$ cat config.mk
export PLATFORM = sky130hd
export DESIGN_NAME = gravity_vector_attitude_estimator_unit
export DESIGN_NICKNAME = d
export VERILOG_FILES = /design/src/hdl/gvae_pkg.sv /design/src/hdl/gvae_ctrl.sv /design/src/hdl/gvae_dp.sv /design/src/hdl/gravity_vector_attitude_estimator_unit.sv
export SDC_FILE = /design/constraint.sdc
export NUM_CORES = 2
export LEC_CHECK = 0
export ABC_AREA = 1
export BUFFER_PORTS_ARGS = -buffer_cell sky130_fd_sc_hd__buf_2
export CAP_MARGIN = 25
export CORE_MARGIN = 2
export CORE_UTILIZATION = 50
export CTS_BUF_LIST = sky130_fd_sc_hd__clkbuf_4 sky130_fd_sc_hd__clkbuf_8
export CTS_CLUSTER_DIAMETER = 80
export DETAILED_ROUTE_END_ITERATION = 7
export HOLD_SLACK_MARGIN = 0.05
export PLACE_DENSITY = 0.79
export SLEW_MARGIN = 20
export SYNTH_ARGS = -nofsm -noshare
export SYNTH_HDL_FRONTEND = slang
export SYNTH_SLANG_ARGS = --single-unit
$ cat constraint.sdc
create_clock -name clk_i -period 8.91 [get_ports clk_i]
set_input_delay 0.4455 -clock clk_i [delete_from_list [all_inputs] [get_ports clk_i]]
set_output_delay 0.4455 -clock clk_i [all_outputs]
set_load 0.005 [all_outputs]
$ cat src/hdl/gvae_pkg.sv
// Shared types, constants and arithmetic helpers of the gravity-vector attitude estimator.
package gvae_pkg;

  localparam int GV_FRAC      = 20;
  localparam int GV_W         = GV_FRAC + 4;
  localparam int ACC_SHIFT    = GV_FRAC - 12;
  localparam int CORDIC_STEPS = 16;
  localparam int ITER_W       = $clog2(CORDIC_STEPS);
  localparam int TAB_LEN      = 24;

  localparam int D_W  = 30;               // gyro delta, Q.22
  localparam int MA_W = 31;               // multiplier operand a
  localparam int MB_W = GV_W + 1;         // multiplier operand b
  localparam int P_W  = MA_W + MB_W;      // product
  localparam int SUM_W = P_W + 2;         // product accumulator
  localparam int CW   = GV_W + 4;         // CORDIC x / y
  localparam int AW   = 34;               // CORDIC angle, Q.30

  localparam logic signed [AW-1:0] ANG_HALF_PI = AW'(64'sd1686629713);

  localparam logic signed [63:0] GV_MAX  = (64'sd1 <<< (GV_W - 1)) - 64'sd1;
  localparam logic signed [63:0] GV_MIN  = -GV_MAX - 64'sd1;
  localparam logic signed [63:0] YAW_MAX = 64'sd2147483647;
  localparam logic signed [63:0] YAW_MIN = -YAW_MAX - 64'sd1;

  localparam logic [16:0] GAIN_ONE = 17'h10000;

  typedef enum logic [3:0] {
    M_NONE, M_D0, M_D1, M_D2, M_RZ0, M_RZ1, M_RX0, M_RX1, M_RY0, M_RY1,
    M_BV0, M_BA0, M_BV1, M_BA1, M_BV2, M_BA2
  } mul_sel_e;

  typedef enum logic [2:0] {
    A_NONE, A_D0, A_D1, A_D2, A_LOAD, A_ADD, A_SUB
  } acc_sel_e;

  typedef enum logic [2:0] {
    W_NONE, W_Z, W_X, W_Y, W_COMMIT, W_B0, W_B1, W_B2
  } wr_sel_e;

  typedef enum logic [2:0] {
    C_NONE, C_LD_PITCH, C_ITER, C_LD_KX, C_LD_ROLL
  } cord_sel_e;

  typedef enum logic [1:0] {
    N_NONE, N_PITCH, N_KX
  } done_sel_e;

  typedef struct packed {
    logic              load;
    mul_sel_e          mul;
    acc_sel_e          acc;
    wr_sel_e           wr;
    cord_sel_e         cord;
    done_sel_e         done;
    logic [ITER_W-1:0] iter;
    logic              out_load;
  } gvae_cmd_t;

  typedef struct packed {
    logic init_item;
  } gvae_stat_t;

  // Round half away from zero, then shift right by s.
  function automatic logic signed [63:0] rnd_shr(logic signed [63:0] v, int s);
    logic signed [63:0] h;
    logic signed [63:0] neg;
    h   = 64'sd1 <<< (s - 1);
    neg = signed'({63'b0, v[63]});
    return (v + h - neg) >>> s;
  endfunction

  function automatic logic signed [GV_W-1:0] sat_gv(logic signed [63:0] v);
    logic signed [63:0] c;
    c = (v > GV_MAX) ? GV_MAX : ((v < GV_MIN) ? GV_MIN : v);
    return GV_W'(c);
  endfunction

  function automatic logic signed [31:0] sat_yaw(logic signed [63:0] v);
    logic signed [63:0] c;
    c = (v > YAW_MAX) ? YAW_MAX : ((v < YAW_MIN) ? YAW_MIN : v);
    return 32'(c);
  endfunction

  // Arctangent of 2^-i in Q.30, truncated.
  function automatic logic [30:0] atan_q30(int i);
    logic [30:0] r;
    case (i)
      0:  r = 31'd843314856;
      1:  r = 31'd497837829;
      2:  r = 31'd263043836;
      3:  r = 31'd133525158;
      4:  r = 31'd67021686;
      5:  r = 31'd33543515;
      6:  r = 31'd16775850;
      7:  r = 31'd8388437;
      8:  r = 31'd4194282;
      9:  r = 31'd2097149;
      10: r = 31'd1048575;
      11: r = 31'd524287;
      12: r = 31'd262143;
      13: r = 31'd131071;
      14: r = 31'd65535;
      15: r = 31'd32767;
      16: r = 31'd16383;
      17: r = 31'd8191;
      18: r = 31'd4095;
      19: r = 31'd2047;
      20: r = 31'd1023;
      21: r = 31'd511;
      22: r = 31'd255;
      23: r = 31'd127;
      default: r = '0;
    endcase
    return r;
  endfunction

endpackage

$ cat src/hdl/gvae_ctrl.sv
// Sequencer that steps the datapath through rotation, blend and three CORDIC passes; init samples skip rotation.
module gvae_ctrl import gvae_pkg::*; (
  input  logic       clk_i,
  input  logic       rst_ni,
  input  logic       in_valid_i,
  output logic       in_ready_o,
  input  logic       out_ready_i,
  output logic       out_valid_o,
  input  gvae_stat_t stat_i,
  output gvae_cmd_t  cmd_o
);

  localparam logic [4:0] ST_IDLE   = 5'd0;
  localparam logic [4:0] ST_D0     = 5'd1;
  localparam logic [4:0] ST_D1     = 5'd2;
  localparam logic [4:0] ST_D2     = 5'd3;
  localparam logic [4:0] ST_RZ0    = 5'd4;
  localparam logic [4:0] ST_RZ1    = 5'd5;
  localparam logic [4:0] ST_RX0    = 5'd6;
  localparam logic [4:0] ST_RX1    = 5'd7;
  localparam logic [4:0] ST_RY0    = 5'd8;
  localparam logic [4:0] ST_RY1    = 5'd9;
  localparam logic [4:0] ST_RC     = 5'd10;
  localparam logic [4:0] ST_RW     = 5'd11;
  localparam logic [4:0] ST_COMMIT = 5'd12;
  localparam logic [4:0] ST_B0V    = 5'd13;
  localparam logic [4:0] ST_B0A    = 5'd14;
  localparam logic [4:0] ST_B1V    = 5'd15;
  localparam logic [4:0] ST_B1A    = 5'd16;
  localparam logic [4:0] ST_B2V    = 5'd17;
  localparam logic [4:0] ST_B2A    = 5'd18;
  localparam logic [4:0] ST_BE1    = 5'd19;
  localparam logic [4:0] ST_BE2    = 5'd20;
  localparam logic [4:0] ST_PL     = 5'd21;
  localparam logic [4:0] ST_PI     = 5'd22;
  localparam logic [4:0] ST_PD     = 5'd23;
  localparam logic [4:0] ST_KI     = 5'd24;
  localparam logic [4:0] ST_KD     = 5'd25;
  localparam logic [4:0] ST_RL     = 5'd26;
  localparam logic [4:0] ST_RI     = 5'd27;
  localparam logic [4:0] ST_FIN    = 5'd28;

  localparam logic [ITER_W-1:0] ITER_LAST = ITER_W'(CORDIC_STEPS - 1);

  logic [4:0]        state_q, state_d;
  logic [ITER_W-1:0] iter_q, iter_d;
  logic              out_valid_q, out_valid_d;
  logic              iter_last;
  logic              out_fire;

  assign iter_last   = (iter_q == ITER_LAST);
  assign out_fire    = (state_q == ST_FIN) && (!out_valid_q || out_ready_i);
  assign in_ready_o  = (state_q == ST_IDLE);
  assign out_valid_o = out_valid_q;

  always_comb begin
    state_d     = state_q;
    iter_d      = iter_q;
    out_valid_d = out_valid_q;
    if (out_ready_i) begin
      out_valid_d = 1'b0;
    end
    if (out_fire) begin
      out_valid_d = 1'b1;
    end
    unique case (state_q) inside
      ST_IDLE:   if (in_valid_i) state_d = ST_D0;
      ST_D0:     state_d = stat_i.init_item ? ST_B0V : ST_D1;
      ST_D1:     state_d = ST_D2;
      ST_D2:     state_d = ST_RZ0;
      ST_RZ0:    state_d = ST_RZ1;
      ST_RZ1:    state_d = ST_RX0;
      ST_RX0:    state_d = ST_RX1;
      ST_RX1:    state_d = ST_RY0;
      ST_RY0:    state_d = ST_RY1;
      ST_RY1:    state_d = ST_RC;
      ST_RC:     state_d = ST_RW;
      ST_RW:     state_d = ST_COMMIT;
      ST_COMMIT: state_d = ST_B0V;
      ST_B0V:    state_d = ST_B0A;
      ST_B0A:    state_d = ST_B1V;
      ST_B1V:    state_d = ST_B1A;
      ST_B1A:    state_d = ST_B2V;
      ST_B2V:    state_d = ST_B2A;
      ST_B2A:    state_d = ST_BE1;
      ST_BE1:    state_d = ST_BE2;
      ST_BE2:    state_d = ST_PL;
      ST_PL:     state_d = ST_PI;
      ST_PI, ST_KI, ST_RI: begin
        iter_d = iter_q + 1'b1;
        if (iter_last) begin
          iter_d = '0;
          state_d = (state_q == ST_PI) ? ST_PD : ((state_q == ST_KI) ? ST_KD : ST_FIN);
        end
      end
      ST_PD:     state_d = ST_KI;
      ST_KD:     state_d = ST_RL;
      ST_RL:     state_d = ST_RI;
      ST_FIN:    if (out_fire) state_d = ST_IDLE;
      default:   state_d = ST_IDLE;
    endcase
  end

  always_comb begin
    cmd_o          = '0;
    cmd_o.load     = in_valid_i && (state_q == ST_IDLE);
    cmd_o.iter     = iter_q;
    cmd_o.out_load = out_fire;
    unique case (state_q) inside
      ST_D0:     cmd_o.mul = M_D0;
      ST_D1:     begin cmd_o.mul = M_D1;  cmd_o.acc = A_D0; end
      ST_D2:     begin cmd_o.mul = M_D2;  cmd_o.acc = A_D1; end
      ST_RZ0:    begin cmd_o.mul = M_RZ0; cmd_o.acc = A_D2; end
      ST_RZ1:    begin cmd_o.mul = M_RZ1; cmd_o.acc = A_LOAD; end
      ST_RX0:    begin cmd_o.mul = M_RX0; cmd_o.acc = A_ADD; end
      ST_RX1:    begin cmd_o.mul = M_RX1; cmd_o.acc = A_LOAD; cmd_o.wr = W_Z; end
      ST_RY0:    begin cmd_o.mul = M_RY0; cmd_o.acc = A_SUB; end
      ST_RY1:    begin cmd_o.mul = M_RY1; cmd_o.acc = A_LOAD; cmd_o.wr = W_X; end
      ST_RC:     cmd_o.acc = A_ADD;
      ST_RW:     cmd_o.wr = W_Y;
      ST_COMMIT: cmd_o.wr = W_COMMIT;
      ST_B0V:    cmd_o.mul = M_BV0;
      ST_B0A:    begin cmd_o.mul = M_BA0; cmd_o.acc = A_LOAD; end
      ST_B1V:    begin cmd_o.mul = M_BV1; cmd_o.acc = A_ADD; end
      ST_B1A:    begin cmd_o.mul = M_BA1; cmd_o.acc = A_LOAD; cmd_o.wr = W_B0; end
      ST_B2V:    begin cmd_o.mul = M_BV2; cmd_o.acc = A_ADD; end
      ST_B2A:    begin cmd_o.mul = M_BA2; cmd_o.acc = A_LOAD; cmd_o.wr = W_B1; end
      ST_BE1:    cmd_o.acc = A_ADD;
      ST_BE2:    cmd_o.wr = W_B2;
      ST_PL:     cmd_o.cord = C_LD_PITCH;
      ST_PI, ST_KI, ST_RI: cmd_o.cord = C_ITER;
      ST_PD:     begin cmd_o.done = N_PITCH; cmd_o.cord = C_LD_KX; end
      ST_KD:     cmd_o.done = N_KX;
      ST_RL:     cmd_o.cord = C_LD_ROLL;
      default:   ;
    endcase
  end

  always_ff @(posedge clk_i or negedge rst_ni) begin
    if (!rst_ni) begin
      state_q     <= ST_IDLE;
      iter_q      <= '0;
      out_valid_q <= 1'b0;
    end else begin
      state_q     <= state_d;
      iter_q      <= iter_d;
      out_valid_q <= out_valid_d;
    end
  end

endmodule

$ cat src/hdl/gvae_dp.sv
// Datapath: item registers, shared multiplier with accumulator, gravity state and CORDIC.
module gvae_dp import gvae_pkg::*; (
  input  logic               clk_i,
  input  logic               rst_ni,
  input  logic               cfg_valid_i,
  input  logic               cfg_index_i,
  input  logic [15:0]        cfg_data_i,
  input  gvae_cmd_t          cmd_i,
  output gvae_stat_t         stat_o,
  input  logic               cmd_bit_i,
  input  logic signed [15:0] accel_x_i,
  input  logic signed [15:0] accel_y_i,
  input  logic signed [15:0] accel_z_i,
  input  logic signed [15:0] gyro_roll_rate_i,
  input  logic signed [15:0] gyro_pitch_rate_i,
  input  logic signed [15:0] gyro_yaw_rate_i,
  input  logic [19:0]        dt_i,
  output logic signed [15:0] roll_angle_o,
  output logic signed [15:0] pitch_angle_o,
  output logic signed [31:0] yaw_angle_o
);

  localparam logic CFG_UPDATE_GAIN = 1'b0;
  localparam logic CFG_INIT_GAIN   = 1'b1;

  logic [15:0]              update_gain_q, init_gain_q;
  logic                     init_q;
  logic signed [15:0]       accel_q [3];
  logic signed [15:0]       rate_q  [3];
  logic [19:0]              dt_q;
  logic signed [GV_W-1:0]   gv_q [3];
  logic signed [GV_W-1:0]   nv_q [3];
  logic signed [31:0]       yaw_q;
  logic signed [D_W-1:0]    d_q [3];
  logic signed [P_W-1:0]    prod_q;
  logic signed [SUM_W-1:0]  sum_q;
  logic signed [CW-1:0]     cx_q, cy_q, r_q, kx_q;
  logic signed [AW-1:0]     ang_q;
  logic                     zero_q;
  logic signed [15:0]       pitch_q;
  logic signed [15:0]       roll_out_q, pitch_out_q;
  logic signed [31:0]       yaw_out_q;

  logic [15:0]              gain;
  logic [16:0]              gain_inv;
  logic signed [GV_W-1:0]   accw [3];
  logic signed [MA_W-1:0]   mul_a;
  logic signed [MB_W-1:0]   mul_b;
  logic signed [MB_W-1:0]   dt_op;
  logic signed [MA_W-1:0]   gain_op, inv_op;
  logic signed [63:0]       sum_rnd22, sum_rnd16;
  logic signed [CW-1:0]     ld_x, ld_y, px, py;
  logic signed [AW-1:0]     pang;
  logic signed [CW-1:0]     xs, ys;
  logic signed [AW-1:0]     tab;
  logic signed [AW-1:0]     ang_fin;
  logic signed [CW-1:0]     gx, gx_abs;

  assign stat_o.init_item = init_q;

  assign gain     = init_q ? init_gain_q : update_gain_q;
  assign gain_inv = 17'(GAIN_ONE - {1'b0, gain});
  assign gain_op  = MA_W'(signed'({1'b0, gain}));
  assign inv_op   = MA_W'(signed'({1'b0, gain_inv}));
  assign dt_op    = MB_W'(signed'({1'b0, dt_q}));

  always_comb begin
    for (int i = 0; i < 3; i++) begin
      accw[i] = GV_W'(accel_q[i]) <<< ACC_SHIFT;
    end
  end

  always_comb begin
    mul_a = '0;
    mul_b = '0;
    unique case (cmd_i.mul)
      M_D0:    begin mul_a = MA_W'(rate_q[0]); mul_b = dt_op; end
      M_D1:    begin mul_a = MA_W'(rate_q[1]); mul_b = dt_op; end
      M_D2:    begin mul_a = MA_W'(rate_q[2]); mul_b = dt_op; end
      M_RZ0:   begin mul_a = MA_W'(d_q[0]); mul_b = MB_W'(gv_q[0]); end
      M_RZ1:   begin mul_a = MA_W'(d_q[1]); mul_b = MB_W'(gv_q[1]); end
      M_RX0:   begin mul_a = MA_W'(d_q[0]); mul_b = MB_W'(gv_q[2]); end
      M_RX1:   begin mul_a = MA_W'(d_q[2]); mul_b = MB_W'(gv_q[1]); end
      M_RY0:   begin mul_a = MA_W'(d_q[1]); mul_b = MB_W'(gv_q[2]); end
      M_RY1:   begin mul_a = MA_W'(d_q[2]); mul_b = MB_W'(gv_q[0]); end
      M_BV0:   begin mul_a = inv_op; mul_b = MB_W'(gv_q[0]); end
      M_BA0:   begin mul_a = gain_op; mul_b = MB_W'(accw[0]); end
      M_BV1:   begin mul_a = inv_op; mul_b = MB_W'(gv_q[1]); end
      M_BA1:   begin mul_a = gain_op; mul_b = MB_W'(accw[1]); end
      M_BV2:   begin mul_a = inv_op; mul_b = MB_W'(gv_q[2]); end
      M_BA2:   begin mul_a = gain_op; mul_b = MB_W'(accw[2]); end
      default: ;
    endcase
  end

  assign sum_rnd22 = rnd_shr(64'(sum_q), 22);
  assign sum_rnd16 = rnd_shr(64'(sum_q), 16);

  // CORDIC load: pick the vector, then pre-rotate by a quarter turn when x is negative.
  assign gx     = CW'(gv_q[0]);
  assign gx_abs = gx[CW-1] ? -gx : gx;

  always_comb begin
    ld_x = '0;
    ld_y = '0;
    unique case (cmd_i.cord)
      C_LD_PITCH: begin ld_x = CW'(gv_q[2]); ld_y = CW'(gv_q[1]); end
      C_LD_KX:    begin ld_x = gx_abs; ld_y = '0; end
      C_LD_ROLL:  begin ld_x = r_q; ld_y = kx_q; end
      default:    ;
    endcase
    px   = ld_x;
    py   = ld_y;
    pang = '0;
    if (ld_x[CW-1]) begin
      if (!ld_y[CW-1]) begin
        px   = ld_y;
        py   = -ld_x;
        pang = ANG_HALF_PI;
      end else begin
        px   = -ld_y;
        py   = ld_x;
        pang = -ANG_HALF_PI;
      end
    end
  end

  assign xs      = cx_q >>> cmd_i.iter;
  assign ys      = cy_q >>> cmd_i.iter;
  assign tab     = AW'(signed'({1'b0, atan_q30(int'(cmd_i.iter))}));
  assign ang_fin = zero_q ? '0 : ang_q;

  always_ff @(posedge clk_i or negedge rst_ni) begin
    if (!rst_ni) begin
      update_gain_q <= 16'd131;
      init_gain_q   <= 16'd6554;
      gv_q[0]       <= '0;
      gv_q[1]       <= '0;
      gv_q[2]       <= GV_W'(64'sd1 <<< GV_FRAC);
      yaw_q         <= '0;
    end else begin
      if (cfg_valid_i) begin
        unique case (cfg_index_i)
          CFG_UPDATE_GAIN: update_gain_q <= cfg_data_i;
          CFG_INIT_GAIN:   init_gain_q   <= cfg_data_i;
          default:         ;
        endcase
      end
      if (cmd_i.load && cmd_bit_i) begin
        yaw_q <= '0;
      end
      if (cmd_i.acc == A_D2) begin
        yaw_q <= sat_yaw(64'(yaw_q) - rnd_shr(64'(prod_q), 13));
      end
      unique case (cmd_i.wr)
        W_COMMIT: begin
          gv_q[0] <= nv_q[0];
          gv_q[1] <= nv_q[1];
          gv_q[2] <= nv_q[2];
        end
        W_B0:    gv_q[0] <= sat_gv(sum_rnd16);
        W_B1:    gv_q[1] <= sat_gv(sum_rnd16);
        W_B2:    gv_q[2] <= sat_gv(sum_rnd16);
        default: ;
      endcase
    end
  end

  always_ff @(posedge clk_i) begin
    if (cmd_i.load) begin
      init_q     <= cmd_bit_i;
      accel_q[0] <= accel_x_i;
      accel_q[1] <= accel_y_i;
      accel_q[2] <= accel_z_i;
      rate_q[0]  <= gyro_roll_rate_i;
      rate_q[1]  <= gyro_pitch_rate_i;
      rate_q[2]  <= gyro_yaw_rate_i;
      dt_q       <= dt_i;
    end

    prod_q <= P_W'(mul_a) * P_W'(mul_b);

    unique case (cmd_i.acc)
      A_D0:    d_q[0] <= D_W'(rnd_shr(64'(prod_q), 7));
      A_D1:    d_q[1] <= D_W'(rnd_shr(64'(prod_q), 7));
      A_D2:    d_q[2] <= D_W'(rnd_shr(64'(prod_q), 7));
      A_LOAD:  sum_q <= SUM_W'(prod_q);
      A_ADD:   sum_q <= sum_q + SUM_W'(prod_q);
      A_SUB:   sum_q <= sum_q - SUM_W'(prod_q);
      default: ;
    endcase

    unique case (cmd_i.wr)
      W_Z:     nv_q[2] <= sat_gv(64'(gv_q[2]) - sum_rnd22);
      W_X:     nv_q[0] <= sat_gv(64'(gv_q[0]) + sum_rnd22);
      W_Y:     nv_q[1] <= sat_gv(64'(gv_q[1]) + sum_rnd22);
      default: ;
    endcase

    unique case (cmd_i.cord) inside
      C_LD_PITCH, C_LD_KX, C_LD_ROLL: begin
        cx_q   <= px;
        cy_q   <= py;
        ang_q  <= pang;
        zero_q <= (ld_x == '0) && (ld_y == '0);
      end
      C_ITER: begin
        if (!cy_q[CW-1]) begin
          cx_q  <= cx_q + ys;
          cy_q  <= cy_q - xs;
          ang_q <= ang_q + tab;
        end else begin
          cx_q  <= cx_q - ys;
          cy_q  <= cy_q + xs;
          ang_q <= ang_q - tab;
        end
      end
      default: ;
    endcase

    unique case (cmd_i.done)
      N_PITCH: begin
        pitch_q <= 16'(rnd_shr(64'(ang_fin), 18));
        r_q     <= cx_q;
      end
      N_KX:    kx_q <= gx[CW-1] ? -cx_q : cx_q;
      default: ;
    endcase

    if (cmd_i.out_load) begin
      roll_out_q  <= 16'(rnd_shr(64'(ang_fin), 18));
      pitch_out_q <= pitch_q;
      yaw_out_q   <= yaw_q;
    end
  end

  assign roll_angle_o  = roll_out_q;
  assign pitch_angle_o = pitch_out_q;
  assign yaw_angle_o   = yaw_out_q;

endmodule

$ cat src/hdl/gravity_vector_attitude_estimator_unit.sv
// Top level of the gravity-vector attitude estimator.
//
// Input channel (in_valid_i / in_ready_o) takes one IMU sample per transfer:
// cmd_i = 0 rotates the stored gravity vector by the gyro deltas and blends
// it toward the accelerometer with update_gain; cmd_i = 1 blends with
// init_gain and clears the yaw integral. Output channel (out_valid_o /
// out_ready_i) returns roll, pitch and yaw for every sample.
// Configuration channel (cfg_valid_i / cfg_ready_o) writes update_gain at
// index 0 and init_gain at index 1; it is always ready, write it while idle.
//
// One sample is in work at a time; the next is taken once the result of the
// last has been loaded into the output register. The work per sample is set by
// the shared multiplier sequence (rotation and blend) and the one-iteration-per-
// cycle CORDIC, which runs three passes of 16 iterations.
// Reset restores the gravity vector to (0, 0, 1 g), clears yaw and loads the
// default gains. While the receiver stalls, the result is held and the next
// sample is still accepted; it waits in its final step until the output
// register is free.
module gravity_vector_attitude_estimator_unit import gvae_pkg::*; (
  input  logic               clk_i,
  input  logic               rst_ni,
  input  logic               in_valid_i,
  output logic               in_ready_o,
  input  logic               cmd_i,
  input  logic signed [15:0] accel_x_i,
  input  logic signed [15:0] accel_y_i,
  input  logic signed [15:0] accel_z_i,
  input  logic signed [15:0] gyro_roll_rate_i,
  input  logic signed [15:0] gyro_pitch_rate_i,
  input  logic signed [15:0] gyro_yaw_rate_i,
  input  logic [19:0]        dt_i,
  output logic               out_valid_o,
  input  logic               out_ready_i,
  output logic signed [15:0] roll_angle_o,
  output logic signed [15:0] pitch_angle_o,
  output logic signed [31:0] yaw_angle_o,
  input  logic               cfg_valid_i,
  output logic               cfg_ready_o,
  input  logic               cfg_index_i,
  input  logic [15:0]        cfg_data_i
);

  gvae_cmd_t  cmd;
  gvae_stat_t stat;

  assign cfg_ready_o = 1'b1;

  gvae_ctrl u_ctrl (
    .clk_i       (clk_i),
    .rst_ni      (rst_ni),
    .in_valid_i  (in_valid_i),
    .in_ready_o  (in_ready_o),
    .out_ready_i (out_ready_i),
    .out_valid_o (out_valid_o),
    .stat_i      (stat),
    .cmd_o       (cmd)
  );

  gvae_dp u_dp (
    .clk_i             (clk_i),
    .rst_ni            (rst_ni),
    .cfg_valid_i       (cfg_valid_i),
    .cfg_index_i       (cfg_index_i),
    .cfg_data_i        (cfg_data_i),
    .cmd_i             (cmd),
    .stat_o            (stat),
    .cmd_bit_i         (cmd_i),
    .accel_x_i         (accel_x_i),
    .accel_y_i         (accel_y_i),
    .accel_z_i         (accel_z_i),
    .gyro_roll_rate_i  (gyro_roll_rate_i),
    .gyro_pitch_rate_i (gyro_pitch_rate_i),
    .gyro_yaw_rate_i   (gyro_yaw_rate_i),
    .dt_i              (dt_i),
    .roll_angle_o      (roll_angle_o),
    .pitch_angle_o     (pitch_angle_o),
    .yaw_angle_o       (yaw_angle_o)
  );

endmodule

==> key figures <==
Logic synthesis
  • Synth Area per Inst: slightly above 7 µm²
  • Flops & latches, synth: between 700 and 800
  • Post-Synth Adder-Cell Area: around 25%
  • Synth warnings: 0
  • Number of synthesized flops with an enable pin: ~560
  • Synth area leader: edfxtp_1
  • Ys async rst share: 19.1%
  • Multiplexer share of the synthesized area: less than 1%
  • Post-synthesis simple-gate area fraction: between 20% and 30%
  • Sequential area share after synthesis: roughly 22%
  • Main combinational cell family by area after synthesis: adder cells
  • Synth area leaders: edfxtp_1 17%, fa_1 16%, nand2_1 14%, inv_1 10%, ha_1 8.6%
  • Share of the synthesized area in the top cell type: about 17%
  • Synth Area in XOR/XNOR: around 5.0%
  • Post-synthesis compound-gate area fraction: between 10% and 20%
  • Synth Cell Area: between 0.09 and 0.1 mm²
  • Post-Syn Instances: approximately 14000
  • Synthesized net count: approximately 15000
  • Synth unique cells: 70
  • Post-synth top flop: edfxtp_1

Timing
  • Period utilisation layout: 97.5%
  • Crit path time final: 8.69 ns
  • RSZ-0062 raised after global routing: true
  • Slew @ Worst Pin: around 1.1 ns
  • Rel. slew slack: between 20 and 30%
  • Max-slew violations: 0
  • Fin. Hold Viols: 0
  • Max Freq: roughly 0.12 GHz
  • Final setup violation count: 0
  • Final Skew: around 0.077 ns

Place
  • Post-DP HPWL: ~340 mm
  • IO Port Bufs: just over 200
  • GPL Wtd Cong: around 1.1

Die
  • Num ports: 206
  • Die Area: roughly 0.2 mm²
  • Initial Util: just over 50%
  • Horiz. Die Dim: 448 µm
  • Core area: roughly 0.20 mm²
  • Die Span Y: about 450 µm
  • Num rows: 162

Drt
  • Final wirelength: roughly 420 mm
  • # DRC: 1
  • First-pass detailed-route iteration total: 8
  • ANT nets after route: 0
  • DR vias/cell: about 5.7
  • Initial DRC Count: around 11000
  • Wirelength per Cell: between 20 and 25 µm
  • DR vias: just under 100k

Worst hold path
  • Hold Crit Endpoint: u_dp.rate_q[0][25]$_DFFE_PP_
  • Hold depth: 2
  • HP Start: gyro_pitch_rate_i[9]
  • Hold WC Path Type: primary input to register

Clocking
  • CTS H-tree depth: 4
  • Clock Pin Slew Worst Setup and Hold Paths: 0.06 ns
  • CTS tree: built
  • Total CTS buffers: 147
  • Maximum clock path buffer count: 3
  • Root buffer cell: clkbuf_8
  • Clk_lat worst skew: between 1 and 1.5 ns
  • CTS Sinks: 766

Worst setup path
  • CP Class: register to register
  • Reg2Reg Capture Point: u_dp.prod_q[55]$_DFF_P_
  • Critical path arrival: 9.51 ns
  • CP Launch Type: register
  • Worst path bufs/invs: 14
  • Crit. End Element: register
  • Slowest cell on crit path: fa_1
  • R2R Setup Slk: roughly 0.22 ns
  • Worst path max stage delay: between 0.5 and 0.6 ns
  • Reg2Reg Depth: between 40 and 50
  • Critical path data required time: 9.73 ns
  • Crit Path Max Fanout: 10
  • Top Family by Delay on Critical Path: adder cells
  • FF-to-FF Start: u_ctrl.state_q[0]$_DFFE_PN0P_

Outcome
  • Status: finished with violations
  • Failing checks: design-rule violations

Global route
  • Total grt overflow: 0
  • Largest net degree at the start of global routing: 88
  • Total track usage: 40.7%
  • Initial antenna violation count: 26
  • Vias in the first global route: between 90000 and 100k
  • First-pass GRT wire length: 604 mm

Job
  • Total of max-cap violations: 0

Cells and area
  • Fin util: slightly below 60%
  • Layout cells sized above 1: 9.64%
  • Fin nets: about 16000
  • Area grow syn2layout: 14.9%
  • FILL cells: 18700
how the worst max path moves through the flow:
stage | start | endpoint | cells past startpoint
after detailed placement | u_ctrl.state_q[3]$_DFFE_PN0P_ | u_dp.prod_q[52]$_DFF_P_ | 40
after global routing | u_dp.stat_o$_DFFE_PP_ | u_dp.prod_q[55]$_DFF_P_ | 45
after global placement | u_ctrl.state_q[3]$_DFFE_PN0P_ | u_dp.prod_q[53]$_DFF_P_ | 38
after floorplan | u_ctrl.state_q[0]$_DFFE_PN0P_ | u_dp.prod_q[53]$_DFF_P_ | 33
after CTS | u_ctrl.state_q[3]$_DFFE_PN0P_ | u_dp.prod_q[52]$_DFF_P_ | 38
final | u_ctrl.state_q[0]$_DFFE_PN0P_ | u_dp.prod_q[55]$_DFF_P_ | 42
placed cells by master, fill, tap and decap left out, types with 422 or more instances in the layout:
| cell | instances |
|---|---|
| nand2_1 | 3643 |
| inv_1 | 2655 |
| nor2_1 | 1293 |
| fa_1 | 770 |
| a21oi_1 | 767 |
| o21ai_0 | 734 |
| ha_1 | 664 |
| buf_4 | 586 |
| edfxtp_1 | 564 |
| nand3_1 | 523 |
| xor2_1 | 422 |
cell usage after synthesis, types with 92 or more instances:
| cell type | n |
|---|---|
| clkbuf_1 | 191 |
| ha_1 | 677 |
| xor2_1 | 422 |
| o211ai_1 | 92 |
| xnor2_1 | 138 |
| inv_1 | 2671 |
| edfxtp_1 | 564 |
| o21ai_0 | 748 |
| a21oi_1 | 785 |
| nand3_1 | 531 |
| dfrtp_1 | 135 |
| nand2_1 | 3662 |
| nor2_1 | 1331 |
| nor3_1 | 112 |
| nand4_1 | 162 |
| fa_1 | 789 |
| buf_2 | 114 |
what timing repair did:
item | in CTS | in global routing
hold buffers | 138 | 0
gates cloned | 0 | 5
setup buffers | 2 | 19
setup endpoints to repair | 12 | 36
hold endpoints to repair | 201 | 0
pin swaps | 2 | 76
gates resized for setup | 7 | 182
worst reg2reg max path, delay by kind of cell (launching register included):
kind / cells / cell delay (ns)
DFF: 1 / 0.37
xor gates and xnor gates: 1 / 0.15
and+or+nand+nor: 14 / 1.61
AOI/OAI and AO/OA: 5 / 0.61
buffers and inverters: 14 / 1.92
adders and majority gates: 8 / 3.85
metal layers:
metal	vias up	GRT usage, %	part of all wire [%]
met5	-	0.513	0.057
met4	18	27.7	8.2
met3	1381	10.0	10
met2	5324	65.0	45
met1	46800	48.5	37
li1	45500	-	-
final cells by class:
type / instances / area (µm²) / area share (%)
multi-input cells: 10100 / 65900 / 58.3
flip-flops and latches: 766 / 21700 / 19.2
inverters: 2703 / 10200 / 8.98
repair buffers: 1033 / 8760 / 7.74
well taps: 2624 / 3280 / 2.90
clock buffers: 208 / 2560 / 2.26
clock inverters: 65 / 674 / 0.596
diodes: 23 / 57.6 / 0.0509
state kept, by name, indices dropped and copies added (netlist names), 34 cells and up:
signal / flops
u_dp.d_q: 90
u_dp.ang_q: 34
u_dp.prod_q: 56
u_dp.gv_q: 72
u_dp.sum_q: 58
u_dp.nv_q: 72
u_dp.rate_q: 48
u_dp.accel_q: 48
cells by family (layout without fill, tap and decap cells):
family          after synthesis  count (layout)
compound gates             2058            2058
xor+xnor                    560             560
fa+ha+maj                  1466            1466
mux                          26              26
buf+inv                    3041            4009
other cells                   1              24
simple gates               5964            5964
flops                       766             766
stage by stage:
step	hold WS, ns	setup WS, ns	setup TNS (ns)	instance area, µm²	instances
after global routing	0.150	-0.215	-1.36	113000	17500
after global placement	0.402	-0.0219	-0.0219	107000	17000
final	0.168	0.221	0	113000	17500
after CTS	0.0993	0.00672	0	112000	17400
after detailed placement	0.405	-0.0567	-0.111	107000	17000
after floorplan	0.150	0.188	0	98500	13900
Power is left out: the tool's default activity adds up to more than one toggle a clock period on the data nets, which glitch-free logic cannot reach.
